==> src/design/atw_pkg.sv <==
// Shared types and constants for the text terminal writer.
package atw_pkg;

    localparam logic [7:0] ATTR_RESET  = 8'h07;
    localparam logic [7:0] ESC_CHAR    = 8'h1B;
    localparam logic [7:0] BLANK_CHAR  = 8'h20;
    localparam logic [8:0] BACKSPACE   = 9'h100;
    localparam logic [8:0] NEWLINE     = 9'h00A;
    localparam logic [8:0] OPEN_SQUARE = 9'h05B;
    localparam logic [8:0] SEMICOLON   = 9'h03B;
    localparam logic [8:0] LETTER_M    = 9'h06D;
    localparam logic [8:0] DIGIT_0     = 9'h030;
    localparam logic [8:0] DIGIT_9     = 9'h039;
    localparam logic [7:0] NIBBLE_HI   = 8'hF0;
    localparam logic [7:0] NIBBLE_LO   = 8'h0F;

    typedef enum logic [1:0] {
        MODE_NORMAL,
        MODE_ESCAPE,
        MODE_SEQUENCE
    } t_mode;

    typedef enum logic [2:0] {
        K_SWALLOW,
        K_ESC_OTHER,
        K_NEWLINE,
        K_BACKSPACE,
        K_PRINT
    } t_kind;

    typedef enum logic [3:0] {
        OP_NONE,
        OP_INIT_CLR,
        OP_CAPTURE,
        OP_READ_LATCH,
        OP_PARSE,
        OP_NEWLINE,
        OP_BACK,
        OP_PUT_CHAR,
        OP_PUT_ESC,
        OP_SCROLL_START,
        OP_COPY_RD,
        OP_COPY_WR,
        OP_SCROLL_POS,
        OP_ROW_CLR,
        OP_BLANK,
        OP_OUT
    } t_op;

    typedef enum logic [3:0] {
        ST_INIT,
        ST_IDLE,
        ST_EXEC,
        ST_RWAIT,
        ST_NL,
        ST_BS,
        ST_PUTC,
        ST_PUTE,
        ST_CHECK,
        ST_COPY_RD,
        ST_COPY_WR,
        ST_SCROLL_POS,
        ST_ROW_CLR,
        ST_BLANK,
        ST_OUT
    } t_state;

    typedef struct packed {
        t_kind kind;
        logic  term_ok;
        logic  is_read;
        logic  pos_over;
        logic  copy_done;
        logic  row_done;
        logic  init_done;
        logic  out_ready;
    } t_stat;

endpackage

==> src/design/atw_ctrl.sv <==
// Controller: sequences each request through parse, cell writes, scrolling and the result.
module atw_ctrl
    import atw_pkg::*;
(
    input  logic  i_clk,
    input  logic  i_rst_n,
    input  logic  i_in_valid,
    output logic  o_in_stall,
    input  t_stat i_stat,
    output t_op   o_op
);

    t_state r_state;
    t_state n_state;
    logic   r_second;
    logic   n_second;

    always_ff @(posedge i_clk) begin
        if (!i_rst_n) begin
            r_state  <= ST_INIT;
            r_second <= 1'b0;
        end else begin
            r_state  <= n_state;
            r_second <= n_second;
        end
    end

    always_comb begin
        n_state  = r_state;
        n_second = r_second;
        o_op     = OP_NONE;
        unique case (r_state)
            ST_INIT: begin
                o_op = OP_INIT_CLR;
                if (i_stat.init_done) begin
                    n_state = ST_IDLE;
                end
            end
            ST_IDLE: begin
                if (i_in_valid) begin
                    o_op    = OP_CAPTURE;
                    n_state = ST_EXEC;
                end
            end
            ST_EXEC: begin
                priority if (!i_stat.term_ok) begin
                    n_state = ST_OUT;
                end else if (i_stat.is_read) begin
                    n_state = ST_RWAIT;
                end else begin
                    o_op = OP_PARSE;
                    unique case (i_stat.kind)
                        K_SWALLOW:   n_state = ST_OUT;
                        K_NEWLINE:   n_state = ST_NL;
                        K_BACKSPACE: n_state = ST_BS;
                        K_PRINT:     n_state = ST_PUTC;
                        K_ESC_OTHER: begin
                            n_state  = ST_PUTE;
                            n_second = 1'b1;
                        end
                        default:     n_state = ST_OUT;
                    endcase
                end
            end
            ST_RWAIT: begin
                o_op    = OP_READ_LATCH;
                n_state = ST_OUT;
            end
            ST_NL: begin
                o_op    = OP_NEWLINE;
                n_state = ST_CHECK;
            end
            ST_BS: begin
                o_op    = OP_BACK;
                n_state = ST_CHECK;
            end
            ST_PUTC: begin
                o_op     = OP_PUT_CHAR;
                n_second = 1'b0;
                n_state  = ST_CHECK;
            end
            ST_PUTE: begin
                o_op    = OP_PUT_ESC;
                n_state = ST_CHECK;
            end
            ST_CHECK: begin
                priority if (i_stat.pos_over) begin
                    o_op    = OP_SCROLL_START;
                    n_state = ST_COPY_RD;
                end else if (r_second) begin
                    n_state = ST_PUTC;
                end else begin
                    n_state = ST_BLANK;
                end
            end
            ST_COPY_RD: begin
                o_op    = OP_COPY_RD;
                n_state = ST_COPY_WR;
            end
            ST_COPY_WR: begin
                o_op    = OP_COPY_WR;
                n_state = i_stat.copy_done ? ST_SCROLL_POS : ST_COPY_RD;
            end
            ST_SCROLL_POS: begin
                o_op    = OP_SCROLL_POS;
                n_state = ST_ROW_CLR;
            end
            ST_ROW_CLR: begin
                o_op = OP_ROW_CLR;
                if (i_stat.row_done) begin
                    n_state = r_second ? ST_PUTC : ST_BLANK;
                end
            end
            ST_BLANK: begin
                o_op    = OP_BLANK;
                n_state = ST_OUT;
            end
            ST_OUT: begin
                if (i_stat.out_ready) begin
                    o_op    = OP_OUT;
                    n_state = ST_IDLE;
                end
            end
            default: begin
                n_state = ST_IDLE;
            end
        endcase
    end

    assign o_in_stall = (r_state != ST_IDLE);

    a_accept_exec: assert property (@(posedge i_clk) disable iff (!i_rst_n)
        (i_in_valid && !o_in_stall) |=> (r_state == ST_EXEC))
        else $error("accepted request did not start execution");

    a_second_only_put: assert property (@(posedge i_clk) disable iff (!i_rst_n)
        (r_second && r_state == ST_BLANK) |-> 1'b0)
        else $error("blank cell reached with the second character still pending");

    a_out_one: assert property (@(posedge i_clk) disable iff (!i_rst_n)
        (o_op == OP_OUT) |=> (r_state == ST_IDLE))
        else $error("result issued without returning to idle");

endmodule

==> config.mk <==
export PLATFORM = sky130hd
export DESIGN_NAME = atw_ctrl
export DESIGN_NICKNAME = d
export VERILOG_FILES = /design/src/design/atw_pkg.sv /design/src/design/atw_ctrl.sv
export SDC_FILE = /design/constraint.sdc
export NUM_CORES = 1
export LEC_CHECK = 0
export ABC_AREA = 1
export BUFFER_PORTS_ARGS = -buffer_cell sky130_fd_sc_hd__buf_2
export CAP_MARGIN = 20
export CORE_AREA = 10 10 49 51
export DETAILED_ROUTE_END_ITERATION = 8
export DIE_AREA = 0 0 59 61
export GPL_TIMING_DRIVEN = 0
export PLACE_DENSITY = 0.71
export SYNTH_ARGS = -nofsm -noshare
export SYNTH_HDL_FRONTEND = slang
export SYNTH_SLANG_ARGS = --single-unit
==> constraint.sdc <==
create_clock -name i_clk -period 1.15 [get_ports i_clk]
set_clock_uncertainty 0.1 [all_clocks]
set_input_delay 0.1725 -clock i_clk [delete_from_list [all_inputs] [get_ports i_clk]]
set_output_delay 0.1725 -clock i_clk [all_outputs]
set_load 0.1 [all_outputs]
## After elaboration in Yosys (flattened, before gate mapping)

Index checks and enable logic that the tools add are counted.

| word-level totals | value |
|---|---|
| latch bits | 0 |
| logic and storage cells | 55 |
| output and inout bits | 5 |
| ROM bits | 0 |
| memories kept | 0 |
| input port bits | 13 |
| bits in writable memories | 0 |
| register bits | 5 |

| operators by class | value |
|---|---|
| shift-type cells | 0 |
| multiplexer cells | 21 |
| multiply operators | 0 |
| reduce and logical (&&, ||, !) cells | 6 |
| add/subtract/negate cells | 0 |
| equal/unequal tests | 26 |
| order comparisons | 0 |
| bitwise operators | 0 |
| divide/modulo/power cells | 0 |

Operators with widths:

| cell | number |
|---|---|
| $pmux 4 s15 | 1 |
| $pmux 4 s11 | 1 |
| $mux 4 | 10 |
| $eq 4x4->1 const B | 7 |
| $eq 4x3->1 const B | 4 |
| $pmux 4 s4 | 1 |
| $ne 2x2->1 const B | 7 |
| $eq 4x2->1 const B | 2 |
| $reduce_and 4->1 | 2 |
| $eq 3x2->1 const B | 2 |
| $mux 3 | 2 |
| $eq 4x1->1 const B | 1 |
| $logic_not 4->1 | 1 |
| $mux 2 | 2 |
| $ne 4x1->1 const B | 1 |
| $reduce_or 4->1 | 1 |
| $eq 3x1->1 const B | 1 |
| $eq 3x3->1 const B | 1 |
| $mux 1 | 3 |
| $pmux 1 s2 | 1 |
| $reduce_bool 2->1 | 1 |
| $reduce_or 2->1 | 1 |

## Depth between registers and ports, before layout

| logic depth | value |
|---|---|
| depth after elaboration | 5 |
| gate-level depth with buffers | 10 |
| gate-level depth less buffers | 10 |

## Worst setup path before layout

OpenSTA, ideal clock, no wires.

| timing path | value |
|---|---|
| path kind | register -> output |
| from | reg r_state[1] |
| to | out o_op[2] |
| cell stages (with the launch flop) | 5 |
| arrival time | 2.241 ns |
| slack | -1.363 ns |
| data required time | 0.877 ns |
| buffers on the path | 0 |
| cells stage by stage | dfxtp_1 -> nand2_2 -> nor2_2 -> nand2_1 -> o221ai_1 |

| between the ends | value |
|---|---|
| cells in the longest elaborated chain, start to end | 2 |
| elaborated cells on any way between the ends | 16 |
| classes of those cells | eq/ne: 14; mux: 1; reduce/logical: 1 |

RTL lines:

| what | line | text |
|---|---|---|
| start, declared | atw_ctrl.sv:13 | `t_state r_state;` |
| start signal, assigned | atw_ctrl.sv:23 | `r_state <= n_state;` |
| $eq 4x4->1 (tied with other cells) | atw_ctrl.sv:32 | `unique case (r_state)` |
| $pmux 4 s15 * | atw_ctrl.sv:32 |  |
| end, declared | atw_ctrl.sv:10 | `output t_op o_op` |

Every way passes the cells marked *; elsewhere a longest branch is shown, timed or not.

## Worst setup path in the final report

| timing path | value |
|---|---|
| from | reg r_state[2] |
| to | out o_op[1] |

Same word-level chain as after synthesis.

==> flow_metrics.py <==
metrics = {
    "outcome": {
        "status": "finished, violations left",
        "violations": "setup timing",
    },
    "clock_network": {
        "cts_buffers": 3,
        "clk_latency_ns": 0.24,
        "htree_levels": 1,
        "clkTransAtPathRegs_ns": 0.04,
        "cts.path.max_buffers": 2,
        "cts_tree": "yes",
        "root_buffer": "clkbuf_4",
        "hold_buffers": 0,
        "cts.sinks": 5,
    },
    "route": {
        "via_per_inst": 5.37,
        "routedWlPerCell_um": 13.8,
        "drc_errors": 0,
        "vias": 896,
        "postRouteAntennaNets": 0,
        "drt_iter0_markers": 22,
        "drt_first_pass_iters": 4,
        "drt_wl_total_mm": 2.30,
    },
    "critical_path": {
        "slowest_stage": "dfxtp_4",
        "crit_type": "flip-flop to primary output",
        "crit_path_cell_trace": "buf_4 -> nor2_2 -> nand3_1 -> nand4_1 -> buf_12",
        "required_ns": 0.88,
        "crit_fanout": 5,
        "cp_slowest_stage_delay_ns": 0.37,
        "cp-end-kind": "primary output",
        "start_kind": "flip-flop",
        "worstPathArrival_ns": 1.58,
    },
    "synth": {
        "synth.area.top_cells": "nand2_1 (18%), dfxtp_1 (16%), nor2_1 (9.4%)",
        "ys_warn_count": 0,
        "synth_seq_cells": 5,
        "synth_cell_types": 21,
        "avgSynthCellArea_um2": 5.35,
        "synth_compound_area_share_pct": 15.9,
        "synth_top_area_share_pct": 17.7,
        "synthesis.area_um2": 637,
        "synth-adder-area-share_pct": 0,
        "synthCells": 119,
        "synth_top_family_by_area": "simple AND/OR/NAND/NOR gates",
        "synthMuxAreaShare_pct": 0,
        "syn_nets": 132,
        "yosys.area_share.simple_pct": 55.4,
        "seq_area_frac_synth_pct": 15.7,
        "yosys.area.top_type": "nand2_1",
        "synthXorXnorAreaFrac_pct": 0,
    },
    "sta": {
        "finalSetupTns_ns": -4.40,
        "fin_crit_ns": 1.85,
        "fmax_mhz": 540,
        "slew_violations": 0,
        "setup_viol": 9,
        "slew_headroom_pct": 80.9,
        "period_share_pct": 161,
        "worst_pin_slew_ns": 0.285,
        "rsz0062_at_grt": "yes",
        "hold_viol": 0,
        "setup_slack_ns": -0.701,
    },
    "layout": {
        "multi_input_area_um2": 606,
        "drive_above_1_share_pct": 47.0,
        "final-seq-area_um2": 115,
        "antenna_cells": 0,
        "area_delta_synth_final_pct": 76.6,
        "fin_area_um2": 1120,
        "nets": 165,
        "fillers": 124,
    },
    "hold_path": {
        "hold_path.class": "primary input to flip-flop",
    },
    "floorplanning": {
        "die_h_um": 61,
        "die_w_um": 59,
        "ios": 18,
        "initial_core_util_pct": 43.3,
        "core_um2": 1470,
        "design.die.area_um2": 3600,
        "rows": 14,
    },
    "power_and_ir_drop": {
        "p_per_area_nw_per_um2": 3350,
        "fin_total_pwr_mw": 3.77,
        "p_leak_nw": 0.534,
        "ir_drop_mv": 2.30,
    },
    "global_routing": {
        "grtUsageTotal_pct": 12.7,
        "grt_pass1_wl_mm": 3.64,
        "grt_pass1_vias": 838,
        "grt_max_degree": 7,
        "globalRoute.totalOverflow": 0,
        "antenna_found_initial": 0,
    },
    "job": {
        "cap_violations": 0,
    },
    "placement": {
        "placed_cell_area_um2": 843,
        "dp_hpwl_mm": 1.66,
        "port_buffers": 17,
        "pre_cts_ws_ns": -0.611,
        "gp_congestion": 0.880,
    },
}
## layer usage
layer  routed length [µm]  global-route usage [%]  vias to the layer above
met3                  107                    1.67                        2
met4                   18                    7.21                        0
met2                 1240                    22.1                       22
li1                     -                       -                      453
met1                  935                    14.6                      419
met5                    0                       0                        -
## per-stage QoR
stage / util (%) / hold WS, ns / instances
after floorplan: - / 0.203 / 119
after global placement: 57.3 / 0.326 / 152
after detailed placement: 57.3 / 0.328 / 152
after CTS: 69.5 / 0.0672 / 165
after global routing: 76.4 / 0.0736 / 167
final: 76.4 / 0.0749 / 167
## final timing paths
kind	from	end	slack, ns	cells after the start
min	i_rst_n	r_state[0]	0.07	3
min reg2reg	r_state[3]	r_state[3]	0.44	2
max reg2reg	r_state[2]	r_state[1]	-0.36	9
max	r_state[2]	o_op[1]	-0.70	5
## cell usage in the layout (no fill, tap or decap), types with 2 or more instances in the layout
cell / n
inv_4: 4
inv_1: 12
nand2_8: 2
nand4_1: 3
nand3b_1: 2
nor2_2: 3
nand3_1: 9
buf_2: 12
nor3_1: 4
nor2_1: 14
inv_2: 6
nand2_1: 24
dfxtp_4: 4
buf_12: 5
buf_6: 6
nand2_2: 4
nor2_4: 3
nor3_4: 2
nand2_4: 5
o21ai_2: 2
a21oi_1: 8
buf_4: 5
clkbuf_4: 3
## cells in the mapped netlist
library cell and instances:
o221ai_1 1, nand2_4 1, dfxtp_1 5, o21ai_0 1
inv_1 14, a21oi_1 9, a31oi_1 1, nor3_1 6
o21ai_4 1, nand3_1 10, nor2_2 3, nand3b_1 2
o22ai_1 1, nor2_1 16, inv_2 8, o21ai_1 1
nor2_4 1, o2111ai_1 1, nand4_1 3, nand2_1 30
nand2_2 4
## power breakdown
| part | internal, mW | switching, mW |
|---|---|---|
| Clock | 0.131 | 0.0685 |
| Sequential | 0.271 | 0.134 |
| Combinational | 1.13 | 2.04 |
| Total | 1.53 | 2.24 |
## logic make-up (layout without fill, tap and decap cells)
| group | count (synthesis) | count (layout) |
|---|---|---|
| flops | 5 | 5 |
| buf+inv | 22 | 54 |
| simple gates | 76 | 76 |
| compound gates | 16 | 16 |
## timing repair
action | CTS | global route
buffers inserted | 9 | 2
pin swaps | 5 | 5
setup endpoints to repair | 9 | 10
gates resized for setup | 20 | 20
## flip-flops by register name (all words and copies together), names as in the netlist
name,flops
r_second,1
r_state,4
## critical path, delay by kind of cell (launching register included)
family / cells / cell delay (ns)
simple gates: 3 / 0.60
flops: 1 / 0.37
buf+inv: 2 / 0.35
## area by class of cell
class,count,area share (%)
timing repair buffer,28,23.6
multi-input combinational,92,53.8
sequential,5,10.2
tap,16,1.78
clock buffer,4,2.34
inverter,22,8.23
No activity file was read; power rests on OpenSTA's default activity.
